===== config.mk =====
export PLATFORM = sky130hd
export DESIGN_NAME = timed_action_priority_queue
export DESIGN_NICKNAME = d
export VERILOG_FILES = /design/src/rtl/tapq_pkg.sv /design/src/rtl/tapq_cell.sv /design/src/rtl/timed_action_priority_queue.sv
export SDC_FILE = /design/constraint.sdc
export NUM_CORES = 2
export LEC_CHECK = 0
export BUFFER_PORTS_ARGS = -buffer_cell sky130_fd_sc_hd__buf_2
export CAP_MARGIN = 25
export CORE_ASPECT_RATIO = 0.6
export CORE_MARGIN = 5
export CORE_UTILIZATION = 60
export DETAILED_ROUTE_END_ITERATION = 8
export PLACE_DENSITY = 0.78
export SETUP_SLACK_MARGIN = 0.1
export SKIP_LAST_GASP = 1
export SYNTH_ARGS = -nofsm -noshare
export SYNTH_HDL_FRONTEND = slang
export SYNTH_SLANG_ARGS = --single-unit
export TNS_END_PERCENT = 20

===== constraint.sdc =====
create_clock -name clk -period 14.2 [get_ports clk]
set_input_delay 1.42 -clock clk [delete_from_list [all_inputs] [get_ports clk]]
set_output_delay 1.42 -clock clk [all_outputs]
set_load 0.02 [all_outputs]

===== src/rtl/tapq_pkg.sv =====
package tapq_pkg;

    // Number of cells in the chain
    localparam int QUEUE_DEPTH = 16;

    // Field widths
    localparam int KEY_W = 32;
    localparam int IRQ_W = 9;
    localparam int OCC_W = 5;
    localparam int CNT_W = $clog2(QUEUE_DEPTH + 1);

    // Operation codes
    localparam logic OP_PUSH = 1'b0;
    localparam logic OP_POP  = 1'b1;

    // One queued action
    typedef struct packed {
        logic [KEY_W-1:0]        target;
        logic signed [IRQ_W-1:0] irq;
        logic                    action;
    } entry_t;

    // Broadcast from the controller to every cell
    typedef struct packed {
        logic   push;
        logic   pop;
        entry_t entry;
    } cell_ctrl_t;

endpackage


===== src/rtl/tapq_cell.sv =====
module tapq_cell
    import tapq_pkg::*;
(
    input  logic       clk,
    input  logic       rst_n,
    input  cell_ctrl_t ctrl,
    input  entry_t     left_entry,
    input  logic       left_valid,
    input  logic       left_keep,
    input  entry_t     right_entry,
    input  logic       right_valid,
    output entry_t     entry,
    output logic       valid,
    output logic       keep
);

    entry_t entry_reg;
    entry_t entry_next;
    logic   valid_reg;
    logic   valid_next;

    // Entry stays put on a push when it sorts ahead of (or ties with) the new key
    assign keep = valid_reg && (entry_reg.target <= ctrl.entry.target);

    // Next contents: hold, take new entry, shift from left, or shift from right
    always_comb
    begin
        entry_next = entry_reg;
        valid_next = valid_reg;
        if (ctrl.pop)
        begin
            entry_next = right_entry;
            valid_next = right_valid;
        end
        else if (ctrl.push && !keep)
        begin
            if (left_keep)
            begin
                entry_next = ctrl.entry;
                valid_next = 1'b1;
            end
            else
            begin
                entry_next = left_entry;
                valid_next = left_valid;
            end
        end
    end

    // Payload register, no reset
    always_ff @(posedge clk)
    begin
        entry_reg <= entry_next;
    end

    // Valid flag
    always_ff @(posedge clk or negedge rst_n)
    begin
        if (!rst_n)
            valid_reg <= 1'b0;
        else
            valid_reg <= valid_next;
    end

    assign entry = entry_reg;
    assign valid = valid_reg;

    // Occupied cells form an unbroken run from the head
    a_contiguous: assert property (@(posedge clk) disable iff (!rst_n)
        valid_reg |-> left_valid)
        else $error("tapq_cell: occupied cell behind an empty one");

endmodule


===== src/rtl/timed_action_priority_queue.sv =====
// Sorted queue of timed interrupt actions built as a chain of cells, head
// in the first cell. Raise start with opcode (0 push, 1 pop) and the entry
// fields while busy is low; every cell updates at that edge in parallel, and
// the transfer registers done, and the operation ends in one cycle with
// done high, during which busy is also high and the result is on the
// result ports. The next start can be taken the cycle after done. The
// receiver cannot stall; results must be captured in the done cycle. A
// push into a full queue and a pop of an empty queue return accepted low.
// An empty queue reports its head fields as all ones. Equal target counts
// leave in push order.
module timed_action_priority_queue
    import tapq_pkg::*;
(
    input  logic                    clk,
    input  logic                    rst_n,
    input  logic                    start,
    output logic                    busy,
    input  logic                    opcode,
    input  logic                    action,
    input  logic signed [IRQ_W-1:0] irq_number,
    input  logic [KEY_W-1:0]        target_count,
    output logic                    done,
    output logic                    accepted,
    output logic                    head_valid,
    output logic [KEY_W-1:0]        head_target,
    output logic                    head_action,
    output logic signed [IRQ_W-1:0] head_irq,
    output logic [OCC_W-1:0]        occupancy
);

    logic             take;
    logic             push_ok;
    logic             pop_ok;
    cell_ctrl_t       ctrl;
    logic             done_reg;
    logic             accepted_reg;
    logic             accepted_next;
    logic [CNT_W-1:0] count_reg;
    logic [CNT_W-1:0] count_next;

    entry_t           cell_entry [QUEUE_DEPTH];
    logic             cell_valid [QUEUE_DEPTH];
    logic             cell_keep  [QUEUE_DEPTH];
    logic [QUEUE_DEPTH-1:0] valid_vec;

    // Operation decode
    assign take    = start && !busy;
    assign push_ok = (opcode == OP_PUSH) && (count_reg != CNT_W'(QUEUE_DEPTH));
    assign pop_ok  = (opcode == OP_POP) && (count_reg != '0);

    always_comb
    begin
        ctrl.push         = take && push_ok;
        ctrl.pop          = take && pop_ok;
        ctrl.entry.target = target_count;
        ctrl.entry.irq    = irq_number;
        ctrl.entry.action = action;
    end

    // Cell chain
    genvar i;
    generate
        for (i = 0; i < QUEUE_DEPTH; i++)
        begin : g_cell
            entry_t l_entry;
            logic   l_valid;
            logic   l_keep;
            entry_t r_entry;
            logic   r_valid;

            if (i == 0)
            begin : g_head
                assign l_entry = ctrl.entry;
                assign l_valid = 1'b1;
                assign l_keep  = 1'b1;
            end
            else
            begin : g_body
                assign l_entry = cell_entry[i-1];
                assign l_valid = cell_valid[i-1];
                assign l_keep  = cell_keep[i-1];
            end

            if (i == QUEUE_DEPTH - 1)
            begin : g_tail
                assign r_entry = ctrl.entry;
                assign r_valid = 1'b0;
            end
            else
            begin : g_mid
                assign r_entry = cell_entry[i+1];
                assign r_valid = cell_valid[i+1];
            end

            tapq_cell u_cell (
                .clk         (clk),
                .rst_n       (rst_n),
                .ctrl        (ctrl),
                .left_entry  (l_entry),
                .left_valid  (l_valid),
                .left_keep   (l_keep),
                .right_entry (r_entry),
                .right_valid (r_valid),
                .entry       (cell_entry[i]),
                .valid       (cell_valid[i]),
                .keep        (cell_keep[i])
            );

            assign valid_vec[i] = cell_valid[i];
        end
    endgenerate

    // Occupancy counter and result status
    always_comb
    begin
        count_next    = count_reg;
        accepted_next = accepted_reg;
        if (take)
        begin
            accepted_next = push_ok || pop_ok;
            if (push_ok)
                count_next = count_reg + CNT_W'(1);
            else if (pop_ok)
                count_next = count_reg - CNT_W'(1);
        end
    end

    always_ff @(posedge clk or negedge rst_n)
    begin
        if (!rst_n)
        begin
            done_reg     <= 1'b0;
            accepted_reg <= 1'b0;
            count_reg    <= '0;
        end
        else
        begin
            done_reg     <= take;
            accepted_reg <= accepted_next;
            count_reg    <= count_next;
        end
    end

    // Head result ports read the head cell directly
    assign busy        = done_reg;
    assign done        = done_reg;
    assign accepted    = accepted_reg;
    assign head_valid  = cell_valid[0];
    assign head_target = cell_valid[0] ? cell_entry[0].target : '1;
    assign head_action = cell_valid[0] ? cell_entry[0].action : 1'b1;
    assign head_irq    = cell_valid[0] ? cell_entry[0].irq : '1;
    assign occupancy   = OCC_W'(count_reg);

    // Counter tracks the occupied cells
    a_count: assert property (@(posedge clk) disable iff (!rst_n)
        $countones(valid_vec) == int'(count_reg))
        else $error("tapq: count disagrees with occupied cells");

    // Every transfer yields exactly one result on the following cycle
    a_done: assert property (@(posedge clk) disable iff (!rst_n)
        take |=> done_reg)
        else $error("tapq: missing result after transfer");

    a_single: assert property (@(posedge clk) disable iff (!rst_n)
        done_reg |=> !done_reg)
        else $error("tapq: result repeated");

endmodule

==> impl_metrics.tcl <==
set metrics [dict create \
    status "finished, final reports clean" \
    rsz0062_at_grt "false" \
    die_area_sq_um 83380 \
    hpwl_mm 88.12 \
    max_freq_ghz 0.1761 \
    synth_cell_types 61 \
    finalCritPeriodShare_pct 39.98 \
    tns_ns 0 \
    holdPathStages 2 \
    io_pins 97 \
    grt_overflow 0 \
    setup_viol 0 \
    cts_max_level 3 \
    ys.flop_type "edfxtp_1" \
    seqCellArea_sq_um 20760 \
    multi_input_area_sq_um 24280 \
    r2r_end "g_cell[13].u_cell.entry[3]$_DFFE_PP_" \
    startpoint_type "primary input" \
    ys_top_cells_by_area "edfxtp_1 (43%), ha_1 (14%), mux2i_1 (13%)" \
    setup_ws_ns 8.522 \
    clock_latency_ns 0.65 \
    wirelength_mm 122.3 \
    synth_edf_count 672 \
    drive_gt1_share_pct 7.511 \
    post_drt_via_cell_ratio 6.480 \
    path_max_fanout 34 \
    gp_congestion 0.9172 \
    hold_end "accepted$_DFFE_PN0P_" \
    min_from "accepted$_DFFE_PN0P_" \
    slowest_delay_ns 0.89 \
    layout_commonest_cell "a21oi_1" \
    syn2layout_area_growth_pct 6.821 \
    cts_made_buffers 67 \
    synth_top_cell_area_share_pct 43.38 \
    ys_warn_count 0 \
    drtIter0Drc 3951 \
    synth.net_count 4968 \
    worst_path_most_repeated_cell "buf_4" \
    routed-via-count 35470 \
    vdd_drop_max_mv 0.1248 \
    skew_ns 0.02769 \
    grtUsageTotal_pct 28.54 \
    die_y_um 225.7 \
    critical_path_class "primary input to register" \
    rows 79 \
    core_area_sq_um 77200 \
    cap_viol_max_count 0 \
    path_cells "buf_2, inv_1, buf_4, ha_1, nand4_1, nor3_1, nand2_1, a311o_1, nand3_4, buf_4, nand2_1, nand2_2, buf_4" \
    syn_area_per_cell_sq_um 10.56 \
    crit_arrival_ns 5.96 \
    grt_max_degree 251 \
    cp.required_ns 14.48 \
    clock_path_buffers 3 \
    fillers 5943 \
    wl_per_cell_um 22.34 \
    worstSetupEndpointType "register" \
    ys_seq_area_share_pct 44.62 \
    drc 0 \
    power.total_mw 7.563 \
    slowest_stage "nor3_1" \
    post_cts_buffers 0 \
    synth.largest_area_cell "edfxtp_1" \
    finalMaxSlewViolations 0 \
    cts.root.buffer_cell "clkbuf_16" \
    timing.rr.start "occupancy[0]$_DFFE_PN0P_" \
    min_period_ns 5.678 \
    hold_path_class "register to register" \
    r2r_cells 8 \
    synth_area_sq_um 46520 \
    final-hold-violation-count 0 \
    dp_slack_ns 8.089 \
    async_flop_share_pct 3.309 \
    nNetsFinal 4935 \
    leakagePower_nw 20.65 \
    ant_nets 0 \
    dpl_cell_area_sq_um 47670 \
    hold_buffers 0 \
    antenna_found_initial 4 \
    ctsResizeCount 0 \
    initial_core_util_pct 60.26 \
    grt_first_pass_wirelength_mm 190.4 \
    cts_tree "done" \
    largest_register_ffs 672 \
    path_clk_slew_ns 0.06 \
    synth_cells 4406 \
    reg2reg_slack_ns 9.09 \
    dr.pass1.iters 6 \
    finalInstanceArea_sq_um 49690 \
    fp.dieW_um 369.5 \
    cts_sinks 695 \
    grt_pass1_vias 34220 \
    portBuffers 96 \
    most-common-layout-cells "a21oi_1 (742), edfxtp_1 (672), nor2_1 (596)" \
    power_density_nw_per_um2 152.2 \
    max_slew_margin_pct 25.77 \
    yosys_register_bits 695 \
    tightest_slew_ns 1.113 \
]
-- worst max-delay path, delay by kind of cell --
| family | cells | cell delay, ns |
|---|---|---|
| buffers and inverters | 5 | 1.62 |
| adders and majority gates | 1 | 0.34 |
| and+or+nand+nor | 6 | 2.06 |
| AOI/OAI and AO/OA | 1 | 0.41 |
-- routing by layer --
| metal | vias to the layer above | global-route usage [%] | wire length (um) |
|---|---|---|---|
| met5 | - | 0 | 13 |
| met4 | 2 | 6.199 | 1924 |
| met3 | 156 | 5.992 | 11650 |
| met2 | 1513 | 43.61 | 53420 |
| met1 | 17270 | 42.20 | 55270 |
| li1 | 16540 | - | - |
-- synthesized netlist by cell type, drive strengths merged, types with 42 or more instances --
cell / number
inv: 73
nand2: 224
nand4: 125
mux2: 42
edfxtp: 672
nand2b: 55
a21oi: 748
nand3: 46
nor2: 598
ha: 515
o21ai: 168
buf: 104
mux2i: 587
clkbuf: 166
-- through the flow --
| step | cells | hold WS, ns | utilization [%] |
|---|---|---|---|
| detailed placement | 5356 | 0.5280 | 61.76 |
| global route | 5473 | 0.5619 | 64.37 |
| CTS | 5472 | 0.5411 | 64.33 |
| floorplan | 4406 | 0.5090 | - |
| global placement | 5356 | 0.5187 | 61.76 |
| finish | 5474 | 0.5321 | 64.37 |
-- kinds of logic (layout without fill, tap and decap cells) --
| logic type | after synthesis | count (layout) | synth area share [%] |
|---|---|---|---|
| simple gates | 1142 | 1142 | 10.89 |
| compound gates | 1076 | 1076 | 12.75 |
| flops | 695 | 695 | 44.62 |
| mux | 629 | 629 | 13.96 |
| fa+ha+maj | 516 | 516 | 13.89 |
| buf+inv | 343 | 357 | 3.798 |
| xor+xnor | 5 | 5 | 0.09416 |
| other cells | 0 | 1 | 0 |
-- layout make-up --
type,count,area share [%]
multi-input combinational,3368,48.85
sequential,695,41.77
clock buffer,92,3.606
clock inverter,24,0.3928
timing repair buffer,168,2.170
antenna,1,0.005036
tap,1053,2.651
inverter,73,0.5514
-- power by group --
part	internal [mW]	total (mW)	leakage, nW	switching (mW)
registers	2.84	3.16	6.46	0.312
logic	1.08	2.66	13.2	1.59
clock network	0.926	1.74	0.968	0.817
total	4.85	7.56	20.7	2.72
-- worst max path at each step --
| stage | from | endpoint | slack, ns | cells after the start |
|---|---|---|---|---|
| floorplan | target_count[26] | g_cell[10].u_cell.entry[0]$_DFFE_PP_ | 7.34 | 9 |
| global placement | target_count[27] | g_cell[13].u_cell.entry[3]$_DFFE_PP_ | 8.16 | 12 |
| detailed placement | target_count[27] | g_cell[13].u_cell.entry[3]$_DFFE_PP_ | 8.09 | 12 |
| CTS | target_count[27] | g_cell[13].u_cell.entry[12]$_DFFE_PP_ | 8.78 | 12 |
| global route | target_count[27] | g_cell[13].u_cell.entry[12]$_DFFE_PP_ | 8.41 | 12 |
| finish | target_count[29] | g_cell[13].u_cell.entry[8]$_DFFE_PP_ | 8.52 | 13 |
No activity file was read; power rests on OpenSTA's default activity.
